==> config.mk <==
export PLATFORM = sky130hd
export DESIGN_NAME = htc_coef
export DESIGN_NICKNAME = d
export VERILOG_FILES = /design/src/sv/htc_pkg.sv /design/src/sv/htc_coef.sv
export SDC_FILE = /design/constraint.sdc
export NUM_CORES = 2
export LEC_CHECK = 0
export ABC_AREA = 1
export BUFFER_PORTS_ARGS = -buffer_cell sky130_fd_sc_hd__buf_2
export CORE_MARGIN = 3
export CORE_UTILIZATION = 50
export CTS_BUF_LIST = sky130_fd_sc_hd__clkbuf_4
export DETAILED_ROUTE_END_ITERATION = 7
export HOLD_SLACK_MARGIN = 0.1
export PLACE_DENSITY = 0.69
export SYNTH_ARGS = -nofsm -noshare
export SYNTH_HDL_FRONTEND = slang
export SYNTH_SLANG_ARGS = --single-unit
export TNS_END_PERCENT = 20
==> constraint.sdc <==
create_clock -name clk_i -period 8.08 [get_ports clk_i]
set_input_delay 1.212 -clock clk_i [delete_from_list [all_inputs] [get_ports clk_i]]
set_output_delay 1.212 -clock clk_i [all_outputs]
set_load 0.02 [all_outputs]
==> src/sv/htc_pkg.sv <==
package htc_pkg;

  localparam int unsigned COEF_BITS         = 16;
  localparam int unsigned FRACTION_BITS_DEF = 8;
  localparam int unsigned CFG_IDX_W         = 3;
  localparam int unsigned CFG_DATA_W        = 64;

  localparam logic [CFG_IDX_W-1:0] REG_CALIB_LO   = 3'd0;
  localparam logic [CFG_IDX_W-1:0] REG_CALIB_HI   = 3'd1;
  localparam logic [CFG_IDX_W-1:0] REG_USER_REF_L = 3'd2;
  localparam logic [CFG_IDX_W-1:0] REG_USER_MEA_L = 3'd3;
  localparam logic [CFG_IDX_W-1:0] REG_USER_REF_H = 3'd4;
  localparam logic [CFG_IDX_W-1:0] REG_USER_MEA_H = 3'd5;
  localparam logic [CFG_IDX_W-1:0] REG_TEMP_OFS   = 3'd6;

  typedef struct packed {
    logic signed [31:0] t_slope;
    logic signed [31:0] t_icpt;
    logic signed [31:0] h_slope;
    logic signed [31:0] h_icpt;
    logic signed [31:0] u_slope;
    logic signed [31:0] u_icpt;
  } coef_t;

  typedef enum logic [2:0] {
    ST_IDLE,
    ST_SETUP,
    ST_DIVIDE,
    ST_SLOPE,
    ST_PRODUCT,
    ST_STORE
  } coef_state_e;

  typedef enum logic [1:0] {
    JOB_TEMP,
    JOB_HUM,
    JOB_USER
  } job_e;

  function automatic logic signed [31:0] sat32(input logic signed [63:0] x);
    logic signed [31:0] r;
    if (x > 64'sh7FFF_FFFF) begin
      r = 32'sh7FFF_FFFF;
    end else if (x < -64'sh8000_0000) begin
      r = 32'sh8000_0000;
    end else begin
      r = x[31:0];
    end
    return r;
  endfunction

endpackage

==> src/sv/htc_coef.sv <==
module htc_coef #(
  parameter int unsigned FRACTION_BITS = htc_pkg::FRACTION_BITS_DEF
) (
  input  logic                clk_i,
  input  logic                rst_ni,
  input  logic                recalc_i,
  input  logic [127:0]        calib_i,
  input  logic signed [15:0]  ref_low_i,
  input  logic signed [15:0]  mea_low_i,
  input  logic signed [15:0]  ref_high_i,
  input  logic signed [15:0]  mea_high_i,
  output htc_pkg::coef_t      coef_o,
  output logic                busy_o
);
  import htc_pkg::*;

  localparam int unsigned NUM_W  = 48;
  localparam int unsigned DEN_W  = 17;
  localparam int unsigned CNT_W  = $clog2(NUM_W);
  localparam int unsigned T_SH   = FRACTION_BITS - 3 + COEF_BITS;
  localparam int unsigned H_SH   = FRACTION_BITS - 1 + COEF_BITS;
  localparam int unsigned U_SH   = COEF_BITS;
  localparam int unsigned T_BSH  = FRACTION_BITS - 3;
  localparam int unsigned H_BSH  = FRACTION_BITS - 1;
  localparam logic signed [31:0] ONE = 32'sd1 <<< COEF_BITS;
  localparam logic signed [47:0] HALF = 48'sd1 <<< (COEF_BITS - 1);

  coef_state_e state_q, state_d;
  job_e        job_q, job_d;
  logic        pending_q;
  logic [CNT_W-1:0] cnt_q;

  logic ld_setup, div_step, ld_slope, ld_prod, ld_store, go;

  logic [NUM_W-1:0]   div_q;
  logic [DEN_W:0]     rem_q;
  logic [DEN_W-1:0]   ad_q;
  logic               neg_q, degen_q;
  logic signed [15:0] out0_q;
  logic signed [31:0] base_q;
  logic signed [31:0] slope_q;
  logic signed [47:0] prod_q;
  coef_t              coef_q;

  logic signed [16:0] v0, v1;
  logic signed [15:0] out0, out1;
  logic signed [31:0] base;
  logic [5:0]         sh;
  logic signed [17:0] dv;
  logic signed [16:0] den;
  logic signed [NUM_W-1:0] num;
  logic [NUM_W-1:0]   an;
  logic [DEN_W-1:0]   ad;

  logic [DEN_W:0]     rem_sh;
  logic               qbit;
  logic signed [NUM_W:0] qv;
  logic signed [31:0] rnd;
  logic signed [33:0] icpt_sum;
  logic signed [31:0] icpt;

  always_comb begin
    v0   = '0;
    v1   = '0;
    out0 = '0;
    out1 = '0;
    base = '0;
    sh   = 6'(U_SH);
    case (job_q)
      JOB_TEMP: begin
        v0   = 17'({calib_i[41:40], calib_i[23:16]});
        v1   = 17'({calib_i[43:42], calib_i[31:24]});
        out0 = calib_i[111:96];
        out1 = calib_i[127:112];
        base = 32'(v0) <<< T_BSH;
        sh   = 6'(T_SH);
      end
      JOB_HUM: begin
        v0   = 17'(calib_i[7:0]);
        v1   = 17'(calib_i[15:8]);
        out0 = calib_i[63:48];
        out1 = calib_i[95:80];
        base = 32'(v0) <<< H_BSH;
        sh   = 6'(H_SH);
      end
      default: begin
        v0   = 17'(ref_low_i);
        v1   = 17'(ref_high_i);
        out0 = mea_low_i;
        out1 = mea_high_i;
        base = 32'(ref_low_i);
        sh   = 6'(U_SH);
      end
    endcase
    dv  = 18'(v1) - 18'(v0);
    den = 17'(out1) - 17'(out0);
    num = NUM_W'(dv) <<< sh;
    ad  = (den < 0) ? DEN_W'(-den) : DEN_W'(den);
    an  = ((num < 0) ? NUM_W'(-num) : NUM_W'(num)) + NUM_W'(ad >> 1);
  end

  always_comb begin
    rem_sh   = {rem_q[DEN_W-1:0], div_q[NUM_W-1]};
    qbit     = rem_sh >= {1'b0, ad_q};
    qv       = neg_q ? -$signed({1'b0, div_q}) : $signed({1'b0, div_q});
    rnd      = 32'((prod_q + HALF) >>> COEF_BITS);
    icpt_sum = 34'(base_q) - 34'(rnd);
    icpt     = sat32(64'(icpt_sum));
  end

  always_comb begin
    state_d = state_q;
    case (state_q)
      ST_IDLE:    if (pending_q) state_d = ST_SETUP;
      ST_SETUP:   state_d = (out1 == out0) ? ST_STORE : ST_DIVIDE;
      ST_DIVIDE:  if (cnt_q == CNT_W'(NUM_W - 1)) state_d = ST_SLOPE;
      ST_SLOPE:   state_d = ST_PRODUCT;
      ST_PRODUCT: state_d = ST_STORE;
      ST_STORE:   state_d = (job_q == JOB_USER) ? ST_IDLE : ST_SETUP;
      default:    state_d = ST_IDLE;
    endcase
  end

  always_comb begin
    go       = 1'b0;
    ld_setup = 1'b0;
    div_step = 1'b0;
    ld_slope = 1'b0;
    ld_prod  = 1'b0;
    ld_store = 1'b0;
    job_d    = job_q;
    case (state_q)
      ST_IDLE: begin
        go    = pending_q;
        job_d = JOB_TEMP;
      end
      ST_SETUP:   ld_setup = 1'b1;
      ST_DIVIDE:  div_step = 1'b1;
      ST_SLOPE:   ld_slope = 1'b1;
      ST_PRODUCT: ld_prod  = 1'b1;
      ST_STORE: begin
        ld_store = 1'b1;
        case (job_q)
          JOB_TEMP: job_d = JOB_HUM;
          JOB_HUM:  job_d = JOB_USER;
          default:  job_d = JOB_TEMP;
        endcase
      end
      default: ;
    endcase
  end

  always_ff @(posedge clk_i or negedge rst_ni) begin
    if (!rst_ni) begin
      state_q   <= ST_IDLE;
      job_q     <= JOB_TEMP;
      pending_q <= 1'b0;
      cnt_q     <= '0;
      coef_q    <= '{t_slope: '0, t_icpt: '0, h_slope: '0, h_icpt: '0,
                     u_slope: ONE, u_icpt: '0};
    end else begin
      state_q   <= state_d;
      job_q     <= job_d;
      pending_q <= recalc_i | (pending_q & ~go);
      cnt_q     <= div_step ? cnt_q + 1'b1 : '0;
      if (ld_store) begin
        case (job_q)
          JOB_TEMP: begin
            coef_q.t_slope <= slope_q;
            coef_q.t_icpt  <= degen_q ? '0 : icpt;
          end
          JOB_HUM: begin
            coef_q.h_slope <= slope_q;
            coef_q.h_icpt  <= degen_q ? '0 : icpt;
          end
          default: begin
            coef_q.u_slope <= slope_q;
            coef_q.u_icpt  <= degen_q ? '0 : icpt;
          end
        endcase
      end
    end
  end

  always_ff @(posedge clk_i) begin
    if (ld_setup) begin
      div_q   <= an;
      rem_q   <= '0;
      ad_q    <= ad;
      neg_q   <= (num < 0) != (den < 0);
      degen_q <= out1 == out0;
      out0_q  <= out0;
      base_q  <= base;
      slope_q <= (job_q == JOB_USER) ? ONE : '0;
    end
    if (div_step) begin
      rem_q <= qbit ? rem_sh - {1'b0, ad_q} : rem_sh;
      div_q <= {div_q[NUM_W-2:0], qbit};
    end
    if (ld_slope) begin
      slope_q <= sat32(64'(qv));
    end
    if (ld_prod) begin
      prod_q <= 48'(slope_q) * 48'(out0_q);
    end
  end

  assign coef_o = coef_q;
  assign busy_o = pending_q | (state_q != ST_IDLE);

endmodule

==> results.py <==
metrics = {
    "placement": {
        "pre_cts_ws_ns": 0.9417,
        "dpl.hpwl_um": 101700,
        "place_congestion": 0.9910,
        "numPortBuffers": 359,
    },
    "logic_synthesis": {
        "synth_most_common_cell": "nand2_1",
        "netlist_instances": 5661,
        "synth_top_area_share_pct": 22.94,
        "avgSynthCellArea_um2": 7.539,
        "synthArstFlopShare_pct": 52.99,
        "yosysTopAreaCell": "fa_1",
        "yosys-top-cells-area": "fa_1, nand2_1, edfxtp_1, dfrtp_1, inv_1",
        "synth.top_cells.by_count": "nand2_1, inv_1, fa_1, nor2_1, nand3_1",
        "syn_nets": 6542,
        "synth_edf_count": 181,
        "ys_types": 64,
        "synth_flop_cell": "dfrtp_1",
        "synth_seq_cells": 385,
        "yosys_warnings": 0,
        "synth_seq_area_share_pct": 24.70,
        "syn-cell-area_um2": 42680,
    },
    "cts": {
        "cts_setup_buffers": 0,
        "cts_max_level": 3,
        "cts_tree": "built",
        "root_buffer": "clkbuf_4",
        "cts.clk_slew.worst_paths_ns": 0.06,
        "cts.sinks": 385,
        "clock_latency_ns": 0.96,
        "cts_hold_buf": 0,
        "post_cts_resize_count": 0,
        "cts_buffers": 105,
        "clock_path_buffers": 3,
    },
    "worst_hold_path": {
        "hold_path_class": "in2async",
    },
    "global_routing": {
        "grt_pass1_vias": 37700,
        "grt.total_usage_pct": 29.67,
        "grt_antenna_before_repair": 3,
        "grt_pass1_wl_um": 207700,
        "grt_max_degree": 101,
        "grt_overflow_total": 0,
    },
    "detailed_routing": {
        "via_per_inst": 5.214,
        "routed_wl_um": 130100,
        "routed-via-count": 37510,
        "dr.pass1.iters": 5,
        "drc": 0,
        "top_layer": "met4",
        "wl_met3_um": 9747,
        "dr.first_iter.drc_count": 2832,
        "drt-wirelength-per-cell_um": 18.08,
        "met1_length_um": 54410,
        "dr_wl_met2_um": 60930,
        "postRouteAntennaNets": 0,
    },
    "status": {
        "outcome": "completed",
    },
    "sta": {
        "hold_viol": 0,
        "clock_skew_ns": 0.07980,
        "hold_slack_ns": 0.2923,
        "finalSetupViolations": 0,
        "max_freq_ghz": 0.1389,
        "maxSlewViolCount": 0,
        "fin_crit_sh_pct": 89.08,
        "slew_headroom_pct": 18.50,
        "fin_setup_tns_ns": 0,
        "fin_crit_ns": 7.197,
        "tightestPinTransition_ns": 1.222,
        "rsz0062_at_grt": "false",
        "setup_ws_ns": 0.8826,
    },
    "floorplanning": {
        "core_area_um2": 84090,
        "fp.dieW_um": 298.2,
        "floorplan.die.height_um": 298.2,
        "dieArea_um2": 88900,
        "start_util_pct": 50.76,
        "rows": 106,
        "io_pins": 388,
    },
    "setup_path": {
        "required_ns": 8.80,
        "crit_arrival_ns": 7.92,
        "start_kind": "flip-flop",
        "path_class": "reg2reg",
        "crit_fanout": 13,
        "end_kind": "flip-flop",
    },
    "finish": {
        "drive_gt1_share_pct": 11.24,
        "area_delta_synth_final_pct": 10.09,
        "nNetsFinal": 6860,
    },
    "run": {
        "max-cap-violations": 0,
    },
}
[cell type report]
| class | instances | area, um2 |
|---|---|---|
| Fill cell | 8131 | 37100 |
| Tap cell | 1134 | 1419 |
| Inverter | 1163 | 4367 |
| Clock inverter | 33 | 219.0 |
| Timing Repair Buffer | 431 | 2371 |
| Antenna cell | 3 | 7.507 |
| Multi-Input combinational cell | 3893 | 26920 |
| Sequential cell | 385 | 10540 |
| Clock buffer | 152 | 1141 |
[worst max-delay path: stages, from the launching register on]
cell and delay [ns]:
edfxtp_1 0.98, buf_4 0.37, nand2_1 0.07, inv_1 0.11, fa_1 0.42, inv_1 0.09
fa_1 0.41, fa_1 0.51, inv_1 0.05, fa_1 0.47, fa_1 0.55, inv_1 0.06
fa_1 0.55, inv_1 0.05, ha_1 0.36, a21oi_1 0.34, o21ai_0 0.14, a21oi_1 0.15
o21ai_0 0.10, a21oi_1 0.31, nor3_1 0.09, nor3_1 0.47, nor2_1 0.11, o21bai_1 0.15
nand2_1 0.06
[logic make-up after synthesis]
| kind of cell | Yosys count | share of synthesized area, % |
|---|---|---|
| AOI/OAI and AO/OA | 465 | 6.209 |
| and+or+nand+nor | 2576 | 24.62 |
| adders and majority gates | 686 | 28.71 |
| buffers and inverters | 1383 | 12.33 |
| xor gates and xnor gates | 166 | 3.424 |
| DFF | 385 | 24.70 |
[stage by stage]
| step | instances | util (%) | area, um2 |
|---|---|---|---|
| after global routing | 7194 | 55.87 | 46980 |
| after global placement | 7006 | 54.25 | 45620 |
| final | 7194 | 55.87 | 46980 |
| after CTS | 7191 | 55.87 | 46980 |
| after detailed placement | 7006 | 54.25 | 45620 |
| after floorplan | 5661 | - | 42680 |
[path summary, 6_finish.rpt]
kind	startpoint	to	slack [ns]	cells past startpoint
setup reg to reg	out0_q[4]$_DFFE_PP_	prod_q[37]$_DFFE_PP_	0.88	24
max in group asynchronous	rst_ni	job_q[1]$_DFFE_PN0P_	6.42	2
hold reg to reg	coef_o[107]$_DFFE_PN0P_	coef_o[107]$_DFFE_PN0P_	0.46	2
min in group clk_i	coef_o[107]$_DFFE_PN0P_	coef_o[107]$_DFFE_PN0P_	0.46	2
setup / recovery	out0_q[4]$_DFFE_PP_	prod_q[37]$_DFFE_PP_	0.88	24
hold / removal	rst_ni	coef_o[13]$_DFFE_PN0P_	0.29	1
[cells in the final DEF (no fill, tap or decap), types with 9 or more instances in the layout]
cell type / n
clkbuf_4: 152
nor2_2: 9
a21o_1: 9
ha_1: 197
dfrtp_1: 202
and3_1: 22
o21a_1: 13
o21bai_1: 20
buf_2: 358
xor2_1: 106
nand4_1: 35
inv_2: 9
o21ai_1: 15
clkinv_1: 22
nor4_1: 17
edfxtp_1: 181
inv_1: 1150
fa_1: 489
nor2_1: 342
nand3_1: 290
a21oi_1: 166
nor3_1: 31
nand2_1: 1756
o21ai_0: 152
a31oi_1: 18
nor2_4: 9
xnor2_1: 59
nand2_2: 36
o211ai_1: 9
o22ai_1: 22
buf_4: 70
[sequential cells by signal (all words and copies together) (netlist names)]
register   flops
pending_q      1
div_q         48
base_q        16
rem_q         17
prod_q        33
cnt_q          6
out0_q        16
neg_q          1
ad_q          17
job_q          2
degen_q        1
slope_q       32
state_q        3
coef_o       192
[layer usage]
layer  up-vias  track usage (%)
met2      1339            48.78
met1     18060            39.69
li1      17860                -
met3       258            4.992
met5         -                0
met4         0            10.68
Power is left out: the tool's default activity adds up to more than one toggle a clock period on the data nets, which glitch-free logic cannot reach.
